<file path="src/hdl/qdpt_pkg.sv">
// shared types, codes and the edge table for the quadrature decoder
// no dependencies; every other file of the block refers to this package

package qdpt_pkg;

	// configuration port
	localparam int CFG_IDX_W  = 3;
	localparam int CFG_DATA_W = 8;
	localparam int CFG_SLOTS  = 4;
	localparam int SLOT_CNT_W = 8;
	localparam int MODE_W     = 2;

	// result field widths
	localparam int ROT_W  = 16;
	localparam int FLIP_W = 3;
	localparam int STEP_W = 2;

	// item kinds
	localparam logic ACT_EDGE   = 1'b0;
	localparam logic ACT_SAMPLE = 1'b1;

	localparam logic signed [STEP_W-1:0] STEP_NONE = 2'sb00;
	localparam logic signed [STEP_W-1:0] STEP_CW   = 2'sb01;
	localparam logic signed [STEP_W-1:0] STEP_CCW  = 2'sb11;

	typedef enum logic [MODE_W-1:0] {
		MODE_OFF  = 2'd0,
		MODE_CW   = 2'd1,
		MODE_CCW  = 2'd2,
		MODE_BOTH = 2'd3
	} mode_t;

	// edge machine phases; PH_CW / PH_CCW mark a confirmed detent and are never stored
	typedef enum logic [2:0] {
		PH_START = 3'd0,
		PH_A     = 3'd1,
		PH_B     = 3'd2,
		PH_C     = 3'd3,
		PH_D     = 3'd4,
		PH_CW    = 3'd5,
		PH_CCW   = 3'd6
	} phase_t;

	typedef struct packed {
		logic en;
		logic rising;
		logic b;
	} edge_req_t;

	typedef struct packed {
		logic step;
		logic ccw;
	} edge_step_t;

	typedef struct packed {
		logic en;
		logic ccw;
	} slot_req_t;

	// transition table, col = {b level, rising}
	function automatic phase_t next_phase(input phase_t row, input logic [1:0] col);
		phase_t nx;
		nx = PH_START;
		unique case (row)
			PH_A: begin
				unique case (col)
					2'd0: nx = PH_CCW;
					2'd1: nx = PH_A;
					2'd2: nx = PH_START;
					default: nx = PH_A;
				endcase
			end
			PH_B: begin
				unique case (col)
					2'd0: nx = PH_START;
					2'd1: nx = PH_B;
					2'd2: nx = PH_CW;
					default: nx = PH_B;
				endcase
			end
			PH_C: begin
				unique case (col)
					2'd0: nx = PH_C;
					2'd1: nx = PH_CW;
					2'd2: nx = PH_C;
					default: nx = PH_START;
				endcase
			end
			PH_D: begin
				unique case (col)
					2'd0: nx = PH_D;
					2'd1: nx = PH_START;
					2'd2: nx = PH_D;
					default: nx = PH_CCW;
				endcase
			end
			default: begin
				// start, and any code that is not a stored phase
				unique case (col)
					2'd0: nx = PH_D;
					2'd1: nx = PH_B;
					2'd2: nx = PH_C;
					default: nx = PH_A;
				endcase
			end
		endcase
		return nx;
	endfunction

endpackage

</file>
<file path="src/hdl/qdpt_edge.sv">
// channel A edge state machine: five-phase table walk, reports confirmed detents
// depends on qdpt_pkg

module qdpt_edge (
	input  logic                 clk,
	input  logic                 arst_n,
	input  qdpt_pkg::edge_req_t  req,
	output qdpt_pkg::edge_step_t step
);

	qdpt_pkg::phase_t phase_q;
	qdpt_pkg::phase_t phase_d;
	qdpt_pkg::phase_t lookup;

	always_ff @(posedge clk or negedge arst_n) begin
		if (!arst_n) begin
			phase_q <= qdpt_pkg::PH_START;
		end else begin
			phase_q <= phase_d;
		end
	end

	always_comb begin
		lookup   = qdpt_pkg::next_phase(phase_q, {req.b, req.rising});
		phase_d  = phase_q;
		step     = '0;
		if (req.en) begin
			unique case (lookup)
				qdpt_pkg::PH_CW: begin
					step.step = 1'b1;
					step.ccw  = 1'b0;
					phase_d   = qdpt_pkg::PH_START;
				end
				qdpt_pkg::PH_CCW: begin
					step.step = 1'b1;
					step.ccw  = 1'b1;
					phase_d   = qdpt_pkg::PH_START;
				end
				default: phase_d = lookup;
			endcase
		end
	end

endmodule

</file>
<file path="src/hdl/qdpt_slots.sv">
// prescaler trigger slots: per-slot count, mode and countdown, fire on zero
// depends on qdpt_pkg

module qdpt_slots #(
	parameter int SLOTS = 4
) (
	input  logic                              clk,
	input  logic                              arst_n,
	input  logic                              cfg_we,
	input  logic [qdpt_pkg::CFG_IDX_W-1:0]    cfg_index,
	input  logic [qdpt_pkg::CFG_DATA_W-1:0]   cfg_data,
	input  qdpt_pkg::slot_req_t               req,
	output logic [SLOTS-1:0]                  fire
);

	for (genvar i = 0; i < SLOTS; i++) begin : g_slot
		if (i < qdpt_pkg::CFG_SLOTS) begin : g_live
			logic [qdpt_pkg::SLOT_CNT_W-1:0] count_q;
			logic [qdpt_pkg::SLOT_CNT_W-1:0] countdown_q;
			qdpt_pkg::mode_t                 mode_q;
			logic                            wr_count;
			logic                            wr_mode;
			logic                            active;
			logic                            match;
			logic                            hit;

			assign wr_count = cfg_we && (cfg_index == qdpt_pkg::CFG_IDX_W'(i));
			assign wr_mode  = cfg_we &&
				(cfg_index == qdpt_pkg::CFG_IDX_W'(qdpt_pkg::CFG_SLOTS + i));

			always_comb begin
				active = req.en && (mode_q != qdpt_pkg::MODE_OFF);
				match  = (mode_q == qdpt_pkg::MODE_BOTH) ||
					((mode_q == qdpt_pkg::MODE_CW) && !req.ccw) ||
					((mode_q == qdpt_pkg::MODE_CCW) && req.ccw);
				// zero acts like one
				hit    = active && match &&
					(countdown_q <= qdpt_pkg::SLOT_CNT_W'(1));
			end

			assign fire[i] = hit;

			always_ff @(posedge clk or negedge arst_n) begin
				if (!arst_n) begin
					count_q     <= qdpt_pkg::SLOT_CNT_W'(1);
					countdown_q <= qdpt_pkg::SLOT_CNT_W'(1);
					mode_q      <= qdpt_pkg::MODE_OFF;
				end else if (wr_count) begin
					count_q     <= cfg_data[qdpt_pkg::SLOT_CNT_W-1:0];
					countdown_q <= cfg_data[qdpt_pkg::SLOT_CNT_W-1:0];
				end else if (wr_mode) begin
					mode_q      <= qdpt_pkg::mode_t'(cfg_data[qdpt_pkg::MODE_W-1:0]);
					countdown_q <= count_q;
				end else if (active) begin
					if (!match || hit) begin
						countdown_q <= count_q;
					end else begin
						countdown_q <= countdown_q - qdpt_pkg::SLOT_CNT_W'(1);
					end
				end
			end
		end else begin : g_dead
			// no register reaches this slot, it stays disabled
			assign fire[i] = 1'b0;
		end
	end

endmodule

</file>
<file path="src/hdl/quadrature_decoder_prescaled_triggers_core.sv">
// top level of the rotary quadrature decoder with prescaled direction triggers
// depends on qdpt_pkg, qdpt_edge and qdpt_slots

// Takes one request per clock on the item channel while result_ready stays high, and
// returns exactly one result per request, in order. An accepted request lands in the
// input register, moves into the result register once that is free or being emptied,
// and its result is on the result channel from then on.
// Throughput is one request per cycle while result_ready stays high: the edge machine,
// the detent counter and all prescaler slots update as a request moves between the two
// registers. While a finished result waits for result_ready, the input register still
// takes one more request and item_ready then stays low until the result is taken.
// An edge request (action = 0) walks the five-phase table; a confirmed detent steps the
// signed wrapping count and is reported on step_dir. A sample request (action = 1) with
// a_flipped set counts by b_level when a_level is low, then updates every enabled slot
// with the latest direction; fire_mask shows the slots that reached zero. Configuration
// writes (index 0..3 slot counts, 4..7 slot modes) take effect at once, reload the
// slot's countdown, and must only be issued while no request is in flight.

module quadrature_decoder_prescaled_triggers_core #(
	parameter int SLOTS      = 4,
	parameter int COUNT_BITS = 16
) (
	input  logic                                  clk,
	input  logic                                  arst_n,

	// configuration
	input  logic                                  cfg_we,
	input  logic [qdpt_pkg::CFG_IDX_W-1:0]        cfg_index,
	input  logic [qdpt_pkg::CFG_DATA_W-1:0]       cfg_data,

	// item channel
	input  logic                                  item_valid,
	output logic                                  item_ready,
	input  logic                                  action,
	input  logic                                  edge_rising,
	input  logic                                  b_level,
	input  logic                                  a_level,
	input  logic                                  a_flipped,
	input  logic                                  b_flipped,
	input  logic                                  button_flipped,

	// result channel
	output logic                                  result_valid,
	input  logic                                  result_ready,
	output logic signed [qdpt_pkg::STEP_W-1:0]    step_dir,
	output logic signed [qdpt_pkg::ROT_W-1:0]     rotation_count,
	output logic [qdpt_pkg::FLIP_W-1:0]           flip_mask,
	output logic [SLOTS-1:0]                      fire_mask
);

	// input register
	logic valid_s1;
	logic action_s1;
	logic edge_rising_s1;
	logic b_level_s1;
	logic a_level_s1;
	logic a_flipped_s1;
	logic b_flipped_s1;
	logic button_flipped_s1;

	// result register
	logic                               valid_s2;
	logic signed [qdpt_pkg::STEP_W-1:0] step_dir_s2;
	logic signed [qdpt_pkg::ROT_W-1:0]  rotation_count_s2;
	logic [qdpt_pkg::FLIP_W-1:0]        flip_mask_s2;
	logic [SLOTS-1:0]                   fire_mask_s2;

	// block state
	logic [COUNT_BITS-1:0] count_q;
	logic                  last_dir_ccw_q;

	logic                               adv;
	logic                               take;
	logic                               sample_go;
	logic                               cnt_step;
	logic                               cnt_ccw;
	logic                               dir_now;
	logic [COUNT_BITS-1:0]              count_d;
	logic signed [qdpt_pkg::ROT_W-1:0]  rot_d;
	logic signed [qdpt_pkg::STEP_W-1:0] step_dir_d;
	logic [qdpt_pkg::FLIP_W-1:0]        flip_d;
	logic [SLOTS-1:0]                   fire_d;

	qdpt_pkg::edge_req_t  edge_req;
	qdpt_pkg::edge_step_t edge_step;
	qdpt_pkg::slot_req_t  slot_req;

	// handshake: stage 1 moves on whenever the result register is free or being emptied
	assign adv        = valid_s1 && (!valid_s2 || result_ready);
	assign item_ready = !valid_s1 || adv;
	assign take       = item_valid && item_ready;

	always_ff @(posedge clk or negedge arst_n) begin
		if (!arst_n) begin
			valid_s1 <= 1'b0;
		end else if (take) begin
			valid_s1 <= 1'b1;
		end else if (adv) begin
			valid_s1 <= 1'b0;
		end
	end

	always_ff @(posedge clk) begin
		if (take) begin
			action_s1         <= action;
			edge_rising_s1    <= edge_rising;
			b_level_s1        <= b_level;
			a_level_s1        <= a_level;
			a_flipped_s1      <= a_flipped;
			b_flipped_s1      <= b_flipped;
			button_flipped_s1 <= button_flipped;
		end
	end

	// edge machine only moves on edge requests
	assign edge_req.en     = adv && (action_s1 == qdpt_pkg::ACT_EDGE);
	assign edge_req.rising = edge_rising_s1;
	assign edge_req.b      = b_level_s1;

	qdpt_edge u_edge (
		.clk    (clk),
		.arst_n (arst_n),
		.req    (edge_req),
		.step   (edge_step)
	);

	// a sample only does anything when debounced A flipped
	assign sample_go = adv && (action_s1 == qdpt_pkg::ACT_SAMPLE) && a_flipped_s1;

	always_comb begin
		cnt_step = edge_step.step || (sample_go && !a_level_s1);
		cnt_ccw  = edge_step.step ? edge_step.ccw : b_level_s1;
		// slots see the direction left by this request's own count step
		dir_now  = cnt_step ? cnt_ccw : last_dir_ccw_q;

		count_d = count_q;
		if (cnt_step) begin
			count_d = cnt_ccw ? (count_q - COUNT_BITS'(1)) : (count_q + COUNT_BITS'(1));
		end

		step_dir_d = qdpt_pkg::STEP_NONE;
		if (edge_step.step) begin
			step_dir_d = edge_step.ccw ? qdpt_pkg::STEP_CCW : qdpt_pkg::STEP_CW;
		end

		flip_d = '0;
		if (sample_go) begin
			flip_d = {button_flipped_s1, b_flipped_s1, 1'b1};
		end
	end

	// reported count is the low result-width bits, zero filled for a narrow counter
	if (COUNT_BITS >= qdpt_pkg::ROT_W) begin : g_rot_trunc
		assign rot_d = count_d[qdpt_pkg::ROT_W-1:0];
	end else begin : g_rot_ext
		assign rot_d = {{(qdpt_pkg::ROT_W-COUNT_BITS){1'b0}}, count_d};
	end

	assign slot_req.en  = sample_go;
	assign slot_req.ccw = dir_now;

	qdpt_slots #(
		.SLOTS (SLOTS)
	) u_slots (
		.clk       (clk),
		.arst_n    (arst_n),
		.cfg_we    (cfg_we),
		.cfg_index (cfg_index),
		.cfg_data  (cfg_data),
		.req       (slot_req),
		.fire      (fire_d)
	);

	// counter and last direction commit together with the result
	always_ff @(posedge clk or negedge arst_n) begin
		if (!arst_n) begin
			count_q        <= '0;
			last_dir_ccw_q <= 1'b0;
		end else if (cnt_step) begin
			count_q        <= count_d;
			last_dir_ccw_q <= cnt_ccw;
		end
	end

	always_ff @(posedge clk or negedge arst_n) begin
		if (!arst_n) begin
			valid_s2 <= 1'b0;
		end else if (adv) begin
			valid_s2 <= 1'b1;
		end else if (result_ready) begin
			valid_s2 <= 1'b0;
		end
	end

	always_ff @(posedge clk) begin
		if (adv) begin
			step_dir_s2       <= step_dir_d;
			rotation_count_s2 <= rot_d;
			flip_mask_s2      <= flip_d;
			fire_mask_s2      <= fire_d;
		end
	end

	assign result_valid   = valid_s2;
	assign step_dir       = step_dir_s2;
	assign rotation_count = rotation_count_s2;
	assign flip_mask      = flip_mask_s2;
	assign fire_mask      = fire_mask_s2;

endmodule
</file>
<file path="config.mk">
export PLATFORM = sky130hd
export DESIGN_NAME = quadrature_decoder_prescaled_triggers_core
export DESIGN_NICKNAME = d
export VERILOG_FILES = /design/src/hdl/qdpt_pkg.sv /design/src/hdl/qdpt_edge.sv /design/src/hdl/qdpt_slots.sv /design/src/hdl/quadrature_decoder_prescaled_triggers_core.sv
export SDC_FILE = /design/constraint.sdc
export NUM_CORES = 1
export LEC_CHECK = 0
export BUFFER_PORTS_ARGS = -buffer_cell sky130_fd_sc_hd__buf_4
export CAP_MARGIN = 20
export CORE_ASPECT_RATIO = 2
export CORE_MARGIN = 5
export CORE_UTILIZATION = 61
export CTS_CLUSTER_SIZE = 25
export DETAILED_ROUTE_END_ITERATION = 8
export HOLD_SLACK_MARGIN = 0.03
export PLACE_DENSITY = 0.79
export SYNTH_ARGS = -nofsm -noshare
export SYNTH_HDL_FRONTEND = slang
export SYNTH_SLANG_ARGS = --single-unit
</file>
<file path="constraint.sdc">
create_clock -name clk -period 6.8 [get_ports clk]
set_input_delay 0 -clock clk [delete_from_list [all_inputs] [get_ports clk]]
set_output_delay 0 -clock clk [all_outputs]
set_load 0.02 [all_outputs]
</file>
==> reports/metrics.yaml <==
power_and_ir_drop:
  p_per_area_nw_per_um2: 443.3
  finalPower_w: 0.003695
  p_leak_nw: 3.651
  ir_worst_vdd_uv: 236.5
timing:
  tightest_slew_ns: 0.8760
  setup_violations: 0
  skew_ns: 0.007219
  tns_ns: 0
  slew_violations: 0
  period_minus_slack_ns: 4.381
  hold_viol_final: 0
  fin_crit_sh_pct: 64.42
  clock.fmax_mhz: 228.3
  slew_headroom_pct: 41.47
  rsz0062_at_grt: "no"
yosys:
  synth_largest_area_cell: "dfrtp_1"
  synth_cells: 719
  ys.flop_type: "dfrtp_1"
  synth.top_cells.by_area: "dfrtp_1 (31%), edfxtp_1 (14%), nand2_1 (6.8%)"
  synthTopCellsByCount: "nand2_1 (128), dfrtp_1 (86), nor2_1 (54), o21ai_0 (47), edfxtp_1 (32)"
  seq_area_frac_synth_pct: 47.29
  netlist_area_um2: 7028
  syn_avg_cell_area_um2: 9.775
  yosysTopAreaCellShare_pct: 30.62
  yosys_warnings: 0
  syn-num-nets: 771
  yosysMostFrequentCell: "nand2_1"
  synthArstFlopShare_pct: 74.60
  synth.ff_latch_count: 126
  ys_types: 80
  synth_edf_count: 32
floorplan:
  io_pins: 50
  num_rows: 55
  die-area_um2: 13900
  core_area_um2: 11290
  dieHeight_um: 161.8
  start_util_pct: 62.27
  die_width_um: 85.90
routing:
  wl_um: 17100
  ant_nets: 0
  drc_errors: 0
  wl_met2_um: 9667
  drt_first_pass_iters: 5
  wl_met3_um: 679
  wl_per_cell_um: 18.09
  drt_iter0_markers: 410
  routed_via_density: 6.149
  top_layer: "met4"
  m1WireLength_um: 6001
  num_vias: 5811
run:
  max-cap-violations: 0
grt:
  grt_pass1_vias: 6214
  grt_pass1_wl_um: 29210
  grt_start_max_net_pins: 80
  overflow: 0
  antenna_found_initial: 0
  grt_usage_pct: 26.38
layout:
  final_nets: 842
  multiInputGateArea_um2: 3510
  drive_gt1_share_pct: 17.68
  fillers: 816
  area_growth_pct: 18.60
  seqCellArea_um2: 3323
  antennaDiodeCount: 0
critical_path:
  endpoint_kind: "flip-flop"
  crit_top_cell: "ha_1"
  start_kind: "flip-flop"
  crit_arrival_ns: 4.53
  path_buf_inv: 1
  cp_max_fo: 16
  cp_slowest_cell: "edfxtp_1"
  slowest_delay_ns: 0.51
  worstPathCellList: "ha_1 -> or2_2 -> a221oi_1 -> nor2_1 -> o21ai_1 -> buf_4 -> ha_1 -> a21o_1 -> a21oi_1 -> o21a_1 -> o31ai_1 -> o21ba_2 -> a31oi_1 -> xor2_1 -> o21ai_0"
  cp_top_family: "compound AO/OA/AOI/OAI gates"
  crit_type: "reg2reg"
  cp.required_ns: 6.95
clock_tree:
  clk_latency_ns: 0.42
  numCtsBuffers: 17
  cts_root_buf: "clkbuf_16"
  clkTransAtPathRegs_ns: 0.06
  cts.path.max_buffers: 2
  cts_tree: "yes"
  cts_sinks: 126
  h-tree-depth: 4
  cts_resized: 0
place:
  dp_hpwl_um: 12120
  port_buffers: 49
  globalplace.congestion: 0.8601
worst_hold_path:
  hp-class: "in2reg"
run_status:
  status: "finished clean"
==> power by group <==
| group | switching, W | internal [W] |
|---|---|---|
| sequential | 0.000207 | 0.00104 |
| combinational | 0.000883 | 0.000653 |
| clock | 0.000342 | 0.000571 |
==> timing repair <==
item,CTS,global route
hold endpoints to repair,78,0
setup buffers,0,0
hold buffers,20,0
==> worst reg2reg max path, cell delays in order (launching register included) <==
cell	delay (ns)
edfxtp_1	0.51
ha_1	0.26
or2_2	0.34
a221oi_1	0.50
nor2_1	0.22
o21ai_1	0.19
buf_4	0.26
ha_1	0.32
a21o_1	0.19
a21oi_1	0.30
o21a_1	0.18
o31ai_1	0.12
o21ba_2	0.25
a31oi_1	0.20
xor2_1	0.19
o21ai_0	0.09
==> state kept, by name, indices dropped and copies added (netlist names), 2 cells and up <==
| name | cells |
|---|---|
| u_slots.g_slot.g_live.countdown_q | 32 |
| u_edge.phase_q | 3 |
| fire_mask | 4 |
| count_q | 16 |
| rotation_count | 16 |
| u_slots.g_slot.g_live.count_q | 32 |
| flip_mask | 3 |
| u_slots.g_slot.g_live.mode_q | 8 |
| step_dir | 2 |
==> path summary, 6_finish.rpt <==
check	from	endpoint	slack, ns	cells past startpoint
max in group asynchronous	arst_n	u_slots.g_slot[2].g_live.count_q[3]	5.61	3
setup reg to reg	b_level_s1	rotation_count[14]	2.42	15
min in group asynchronous	arst_n	count_q[6]	0.11	3
hold / removal	cfg_index[2]	u_slots.g_slot[0].g_live.mode_q[0]	0.06	3
hold reg to reg	u_slots.g_slot[2].g_live.count_q[0]	u_slots.g_slot[2].g_live.count_q[0]	0.47	2
setup / recovery	b_level_s1	rotation_count[14]	2.42	15
==> per-stage QoR <==
| stage | std cells | util [%] | hold slack (ns) | area [µm²] | setup slack, ns |
|---|---|---|---|---|---|
| CTS | 944 | 73.61 | 0.05222 | 8308 | 2.484 |
| floorplan | 719 | - | -0.2956 | 7028 | 2.103 |
| global placement | 892 | 66.54 | -0.1271 | 7510 | 2.751 |
| finish | 945 | 73.86 | 0.06247 | 8335 | 2.419 |
| detailed placement | 892 | 66.54 | -0.1244 | 7510 | 2.511 |
| global route | 945 | 73.86 | 0.08484 | 8335 | 2.106 |
==> kinds of logic after synthesis <==
family | after synthesis | synth area share, %
compound gates | 172 | 17.36
xor+xnor | 31 | 3.863
fa+ha+maj | 29 | 5.270
buf+inv | 47 | 2.866
flops | 126 | 47.28
mux | 25 | 3.917
simple gates | 289 | 19.44
==> cells in the final DEF (no fill, tap or decap), types with 9 or more instances in the layout <==
cell           netlist  layout
inv_1               22      22
o211ai_1             9       9
xnor2_1             14      14
and2_1              10      10
nand2_1            128     128
clkbuf_16            0      18
o21ai_0             47      46
dfrtp_1             86      86
nor3_1              16      16
buf_4                1      55
nor2_1              54      53
ha_1                28      28
dlygate4sd3_1        0      20
mux2_2              13      13
xor2_1              17      17
edfxtp_1            32      32
a21o_1               9       9
nand3_1             18      18
a21oi_1             28      27
nand2b_1            12      12
a31oi_1             11      11
==> per-layer routing <==
layer	global-route usage, %	vias up
met5	0	-
met4	13.47	0
met3	4.467	64
met2	49.05	191
met1	27.58	2833
li1	-	2723
==> final cells by class <==
cell class	instances	share of cell area (%)
Multi-Input combinational cell	546	42.10
Sequential cell	126	39.87
Timing Repair Buffer	76	7.685
Clock buffer	19	5.569
Tap cell	142	2.131
Clock inverter	13	1.606
Inverter	23	1.036
Note: power is estimated with default switching activity, not from simulation.
